File: config.mk
export PLATFORM = sky130hd
export DESIGN_NAME = q4_block_dequantizer_unit
export DESIGN_NICKNAME = d
export VERILOG_FILES = /design/src/rtl/core/q4bd_pkg.sv /design/src/rtl/core/q4bd_lane.sv /design/src/rtl/core/q4_block_dequantizer_unit.sv
export SDC_FILE = /design/constraint.sdc
export NUM_CORES = 1
export LEC_CHECK = 0
export BUFFER_PORTS_ARGS = -buffer_cell sky130_fd_sc_hd__buf_2
export CELL_PAD_IN_SITES_DETAIL_PLACEMENT = 1
export CELL_PAD_IN_SITES_GLOBAL_PLACEMENT = 2
export CORE_ASPECT_RATIO = 0.6
export CORE_UTILIZATION = 39
export CTS_BUF_LIST = sky130_fd_sc_hd__clkbuf_16
export CTS_CLUSTER_DIAMETER = 60
export CTS_CLUSTER_SIZE = 25
export DETAILED_ROUTE_END_ITERATION = 10
export PLACE_DENSITY_LB_ADDON = 0.1
export SKIP_CTS_REPAIR_TIMING = 1
export SLEW_MARGIN = 20
export SYNTH_ARGS = -nofsm -noshare
export SYNTH_HDL_FRONTEND = slang
export SYNTH_SLANG_ARGS = --single-unit
File: constraint.sdc
create_clock -name clk -period 17.7 [get_ports clk]
set_clock_uncertainty 0.2 [all_clocks]
set_input_delay 1.77 -clock clk [delete_from_list [all_inputs] [get_ports clk]]
set_output_delay 1.77 -clock clk [all_outputs]
set_load 0.01 [all_outputs]
File: src/rtl/core/q4bd_pkg.sv
// q4bd_pkg: types and constants for the q4 block dequantizer
// no dependencies
package q4bd_pkg;

	localparam int unsigned GroupElems = 8;
	localparam int unsigned NumGroups  = 4;

	localparam logic [31:0] DefaultNan = 32'hFFC0_0000;
	localparam logic [7:0]  ExpAllOnes = 8'hFF;

	typedef struct packed {
		logic [15:0] scale_bits;
		logic [63:0] quants_low;
		logic [63:0] quants_high;
		logic        final_block;
	} in_item_t;

	typedef struct packed {
		logic [31:0] value_0;
		logic [31:0] value_1;
		logic [31:0] value_2;
		logic [31:0] value_3;
		logic [31:0] value_4;
		logic [31:0] value_5;
		logic [31:0] value_6;
		logic [31:0] value_7;
		logic [1:0]  group_index;
		logic        last_of_block;
		logic        last_of_tensor;
	} out_item_t;

	// decoded scale, shared by all lanes of a group
	typedef struct packed {
		logic        sign;
		logic        is_nan;
		logic        is_inf;
		logic [9:0]  nan_mant;
		logic [10:0] mant;     // normalized significand, bit 10 set unless zero
		logic [8:0]  exp_base; // biased exponent of the significand's msb
	} scale_t;

endpackage

File: src/rtl/core/q4bd_lane.sv
// q4bd_lane: one weight lane, three pipeline stages
// depends on q4bd_pkg
module q4bd_lane (
	input  logic              clk,
	input  logic              en_s1,
	input  logic              en_s2,
	input  logic              en_s3,
	input  q4bd_pkg::scale_t  scale,
	input  logic [3:0]        code,
	output logic [31:0]       value
);
	import q4bd_pkg::*;

	// stage 1: magnitude and sign of code - 8
	logic [3:0] qmag_s1;
	logic       qneg_s1;
	scale_t     sc_s1;
	// stage 2: product
	logic [13:0] prod_s2;
	logic        rsign_s2;
	scale_t      sc_s2;
	logic        qzero_s2;

	logic [3:0] mag_c;
	always_comb begin
		if (code[3]) mag_c = {1'b0, code[2:0]};
		else         mag_c = 4'd8 - code;
	end

	always_ff @(posedge clk) begin
		if (en_s1) begin
			qmag_s1 <= mag_c;
			qneg_s1 <= ~code[3];
			sc_s1   <= scale;
		end
		if (en_s2) begin
			prod_s2  <= sc_s1.mant * {10'd0, qmag_s1};
			rsign_s2 <= sc_s1.sign ^ qneg_s1;
			qzero_s2 <= (qmag_s1 == 4'd0);
			sc_s2    <= sc_s1;
		end
	end

	// stage 3: normalize. mant msb at bit 10, so product msb is at bit 10..13
	logic [1:0]  extra;
	logic [22:0] frac;
	logic [8:0]  expo;
	logic [31:0] res;
	always_comb begin
		extra = 2'd0;
		if (prod_s2[13])      extra = 2'd3;
		else if (prod_s2[12]) extra = 2'd2;
		else if (prod_s2[11]) extra = 2'd1;
		frac = {prod_s2, 9'd0} << (2'd3 - extra);
		frac = {frac[21:0], 1'b0} >> 0;
		expo = sc_s2.exp_base + {7'd0, extra};
		// nan payload top bit lands on the quiet bit, which is forced to one
		if (sc_s2.is_nan)
			res = {sc_s2.sign, ExpAllOnes, 1'b1, sc_s2.nan_mant[8:0], 13'd0};
		else if (sc_s2.is_inf)
			res = qzero_s2 ? DefaultNan : {rsign_s2, ExpAllOnes, 23'd0};
		else if (prod_s2 == 14'd0)
			res = {rsign_s2, 31'd0};
		else
			res = {rsign_s2, expo[7:0], frac};
	end

	always_ff @(posedge clk) begin
		if (en_s3) value <= res;
	end

endmodule

File: src/rtl/core/q4_block_dequantizer_unit.sv
// q4_block_dequantizer_unit: q4 block to 32 single-precision weights, eight per item
// the first result item of a block passes the block holder, then lane stages s1, s2 and s3
// one result item per cycle unless the output stalls; a new block enters as the last group issues
// reset clears the sequencer and all pipeline valid bits; data registers are not reset
// depends on q4bd_pkg and q4bd_lane
module q4_block_dequantizer_unit (
	input  logic                clk,
	input  logic                arst_n,
	input  logic                in_valid,
	output logic                in_stall,
	input  q4bd_pkg::in_item_t  in_data,
	output logic                out_valid,
	input  logic                out_stall,
	output q4bd_pkg::out_item_t out_data
);
	import q4bd_pkg::*;

	// block holding register, groups are issued from it one per cycle while the output is not stalled
	in_item_t   blk_q;
	logic       blk_valid_q;
	logic [1:0] grp_q;
	scale_t     sc_q;

	// pipeline valid bits and side info
	logic       v_s1, v_s2, v_s3;
	logic [1:0] g_s1, g_s2, g_s3;
	logic       f_s1, f_s2, f_s3;

	// the whole pipe advances together unless the output is stalled
	logic adv;
	assign adv = ~(v_s3 & out_stall);

	logic issue, last_issue;
	assign issue      = blk_valid_q & adv;
	assign last_issue = issue & (grp_q == 2'd3);
	// take a new block when the holder is empty or being drained this cycle
	assign in_stall = blk_valid_q & ~last_issue;

	// scale decode: widen half to single, subnormals normalized
	scale_t sc_c;
	logic [4:0] hexp;
	logic [9:0] hmant;
	logic [3:0] lz;
	always_comb begin
		hexp  = in_data.scale_bits[14:10];
		hmant = in_data.scale_bits[9:0];
		lz    = 4'd0;
		for (int i = 0; i < 10; i++) begin
			if (hmant[i]) lz = 4'(9 - i);
		end
		sc_c.sign     = in_data.scale_bits[15];
		sc_c.is_nan   = (hexp == 5'h1F) & (hmant != 10'd0);
		sc_c.is_inf   = (hexp == 5'h1F) & (hmant == 10'd0);
		sc_c.nan_mant = hmant;
		if (hexp == 5'd0) begin
			// value m*2^-24, msb at 9-lz: exponent 127 - 24 + 9 - lz - 10 + 10
			sc_c.mant     = {hmant, 1'b0} << lz;
			sc_c.exp_base = 9'd112 - {5'd0, lz};
		end else begin
			sc_c.mant     = {1'b1, hmant};
			sc_c.exp_base = {4'd0, hexp} + 9'd112;
		end
	end

	always_ff @(posedge clk or negedge arst_n) begin
		if (!arst_n) begin
			blk_valid_q <= 1'b0;
			grp_q       <= 2'd0;
			v_s1 <= 1'b0;
			v_s2 <= 1'b0;
			v_s3 <= 1'b0;
		end else begin
			if (in_valid & ~in_stall) begin
				blk_valid_q <= 1'b1;
			end else if (last_issue) begin
				blk_valid_q <= 1'b0;
			end
			if (issue) grp_q <= grp_q + 2'd1;
			if (adv) begin
				v_s1 <= issue;
				v_s2 <= v_s1;
				v_s3 <= v_s2;
			end
		end
	end

	always_ff @(posedge clk) begin
		if (in_valid & ~in_stall) begin
			blk_q <= in_data;
			sc_q  <= sc_c;
		end
		if (adv) begin
			g_s1 <= grp_q;
			f_s1 <= blk_q.final_block;
			g_s2 <= g_s1;
			f_s2 <= f_s1;
			g_s3 <= g_s2;
			f_s3 <= f_s2;
		end
	end

	// nibbles of the current group
	logic [31:0] grp_codes;
	always_comb begin
		case (grp_q)
			2'd0:    grp_codes = blk_q.quants_low[31:0];
			2'd1:    grp_codes = blk_q.quants_low[63:32];
			2'd2:    grp_codes = blk_q.quants_high[31:0];
			default: grp_codes = blk_q.quants_high[63:32];
		endcase
	end

	logic [31:0] vals [GroupElems];
	for (genvar l = 0; l < GroupElems; l++) begin : g_lane
		q4bd_lane u_lane (
			.clk   (clk),
			.en_s1 (adv),
			.en_s2 (adv),
			.en_s3 (adv),
			.scale (sc_q),
			.code  (grp_codes[4*l +: 4]),
			.value (vals[l])
		);
	end

	assign out_valid = v_s3;
	always_comb begin
		out_data.value_0        = vals[0];
		out_data.value_1        = vals[1];
		out_data.value_2        = vals[2];
		out_data.value_3        = vals[3];
		out_data.value_4        = vals[4];
		out_data.value_5        = vals[5];
		out_data.value_6        = vals[6];
		out_data.value_7        = vals[7];
		out_data.group_index    = g_s3;
		out_data.last_of_block  = (g_s3 == 2'(NumGroups - 1));
		out_data.last_of_tensor = (g_s3 == 2'(NumGroups - 1)) & f_s3;
	end

endmodule
==> summary.md <==
| Metric | Value |
|---|---|
| First-pass GRT wire length | `146000 um` |
| Placed cells | `4489` |
| Cts bufs inserted | `42` |
| Post-synth EDFFs | `561` |
| Initial Util | `0.396` |
| Number of clock sinks | `567` |
| Commonest non-fill, non-tap cell in the layout | `edfxtp_1` |
| Root Buffer | `clkbuf_16` |
| Core box area | `88000 sq um` |
| CTS max path bufs | `3` |
| Fmax achieved | `209 MHz` |
| Fin cells | `4567` |
| # IOs | `411` |
| H-tree depth | `2` |
| Gp weighted congestion | `0.827` |
| Seq cells post-synth | `567` |
| RSZ-0062 raised after global routing | `false` |
| Leakage | `0.0162 uW` |
| Number of global-route vias before repair | `24899` |
| Critical path class | `in -> out` |
| CTS tree | `built` |
| Max Cap Viol | `0` |
| Port bufs | `330` |
| Iteration-0 DRC Markers | `1355` |
| Layout cells sized above 1 | `0.152` |
| Fin nets | `3839` |
| Post-synth top area cell | `edfxtp_1` |
| Min cycle time layout | `4.77 ns` |
| Type of the worst min-delay path | `reg -> reg` |
| Setup TNS | `0 ns` |
| Outcome | `finished clean` |
| Largest net degree at the start of global routing | `148` |
| Total GRT Usage | `0.210` |
| DP Area | `37300 sq um` |
| Seq/Total Area, Yosys | `0.488` |
| Die Footprint | `90500 sq um` |
| Actual slew at the worst max-slew pin | `1.09 ns` |
| Avg WL per Cell | `20.8 um` |
| Max transition margin | `0.264` |
| Critical path launch point type | `input pin` |
| Final Cell Area | `38900 sq um` |
| Most frequent cells in the layout | `561 x edfxtp_1, 430 x inv_1, 330 x buf_2` |
| Peak supply drop | `0.0000983 V` |
| Tcrit/Tclk final | `0.270` |
| Top cell type's share of synthesized area | `0.484` |
| Pwr/cell area | `219 nW/um^2` |
| Crit path DAT | `2.80 ns` |
| Final setup fails | `0` |
| Crit-path slowest cell | `nand2_4` |
| Die W | `388 um` |
| Clk_lat worst skew | `0.62 ns` |
| Detailed Place HPWL | `70300 um` |
| Detail Route Antenna Nets | `0` |
| Synth Cell Area | `34800 sq um` |
| GRT overflow | `0` |
| Top cells by area, synth | `edfxtp_1 48%, fa_1 8.7%, ha_1 6.0%` |
| Initial antenna violation count | `7` |
| Gate Count Post-Synth | `3108` |
| Final Max Slew Viols | `0` |
| Synth Area per Inst | `11.2 sq um` |
| Area delta synth->final | `11.6%` |
| Total Wirelength | `94900 um` |
| Final hold vios | `0` |
| Vias | `23472` |
| First drt pass iteration count | `6` |
| CP max stage delay | `0.48 ns` |
| Height of the die | `233 um` |
| Critical Path RT | `15.73 ns` |
| Cell variety after synth | `80` |
| CP Capture Type | `output port` |
| # DRC | `0` |
| DR vias/cell | `5.14` |
| Worst-path cell chain | `buf_2, nand2_4, nand2_1, nand2_1, inv_1, buf_2` |
| Clk slew on worst S/H paths | `0.08 ns` |
| Prevailing post-synth register cell | `edfxtp_1` |
| Async SR Flop Fraction | `0.0106` |
| Critical Path Fanout Max | `50` |
| Syn. warnings | `0` |
| Row cnt | `84` |
## cell usage after synthesis, types with 32 or more instances
cell type	number
a21oi_1	122
a222oi_1	32
and2_1	218
buf_4	81
clkbuf_1	111
edfxtp_1	561
fa_1	152
ha_1	166
inv_1	429
mux2_2	38
mux2i_1	86
nand2_1	208
nor2_1	169
nor4_1	44
o21ai_0	205
xnor2_1	105
xor2_1	41
## final timing paths
| kind | start | to | cells after the start | slack [ns] |
|---|---|---|---|---|
| min | f_s2 | f_s3 | 0 | 0.22 |
| min reg2reg | f_s2 | f_s3 | 0 | 0.22 |
| max in group asynchronous | arst_n | grp_q[1] | 1 | 16.38 |
| max | out_stall | in_stall | 6 | 12.93 |
| min in group asynchronous | arst_n | grp_q[0] | 1 | 0.77 |
| max reg2reg | g_lane[4].u_lane.sc_s1[9] | g_lane[2].u_lane.prod_s2[13] | 12 | 13.52 |
## power breakdown
group	internal, uW	total [uW]	leakage, uW	switching, uW
registers	2290	2720	0.00547	424
logic	1960	4710	0.0100	2740
clock network	539	1100	0.000753	556
total	4800	8520	0.0162	3720
## metal layers
| layer | share of wire | track usage |
|---|---|---|
| met4 | 0.021 | 0.0517 |
| met3 | 0.039 | 0.0267 |
| met1 | 0.46 | 0.288 |
| met5 | 0 | 0 |
| met2 | 0.48 | 0.355 |
## state kept, by name (all words and copies together) (netlist names), 8 cells and up
register and cells:
blk_q 129, g_lane.u_lane.prod_s2 112, g_lane.u_lane.qmag_s1 32, g_lane.u_lane.qneg_s1 8
g_lane.u_lane.qzero_s2 8, g_lane.u_lane.rsign_s2 8, g_lane.u_lane.sc_s1 30, g_lane.u_lane.sc_s2 19
g_lane.u_lane.value 176, sc_q 30
## worst max-delay path, delay by kind of cell
family                 cells  cell delay [ns]
buffers and inverters      3             0.30
AND/OR/NAND/NOR            3             0.74
## logic make-up after synthesis
family / after synthesis / synth area share
AO/OA/AOI/OAI: 494 / 0.0876
other: 1 / 0.000108
buffers and inverters: 656 / 0.0808
adder cells (fa/ha/maj): 318 / 0.147
AND/OR/NAND/NOR: 791 / 0.116
XOR/XNOR: 146 / 0.0367
flip-flops: 567 / 0.488
multiplexers: 135 / 0.0439
## per-stage QoR
step | setup WS, ns | util | power, uW | hold slack (ns)
finish | 12.93 | 0.442 | 8520 | 0.222
global placement | 12.41 | 0.424 | 7320 | 0.202
detailed placement | 12.25 | 0.424 | 7500 | 0.205
CTS | 12.86 | 0.442 | 8640 | 0.225
global route | 12.75 | 0.442 | 9300 | 0.232
floorplan | 2.48 | - | 6170 | 0.200
## area by class of cell
type | instances | area, sq um
diodes | 1 | 2.50
clock buffers | 45 | 1130
clock inverters | 32 | 409
fillers | 9544 | 49100
inverters | 434 | 1630
multi-input cells | 1964 | 15300
flip-flops and latches | 567 | 17000
well taps | 1161 | 1450
repair buffers | 363 | 1910
(Power assumes the default switching activity.)
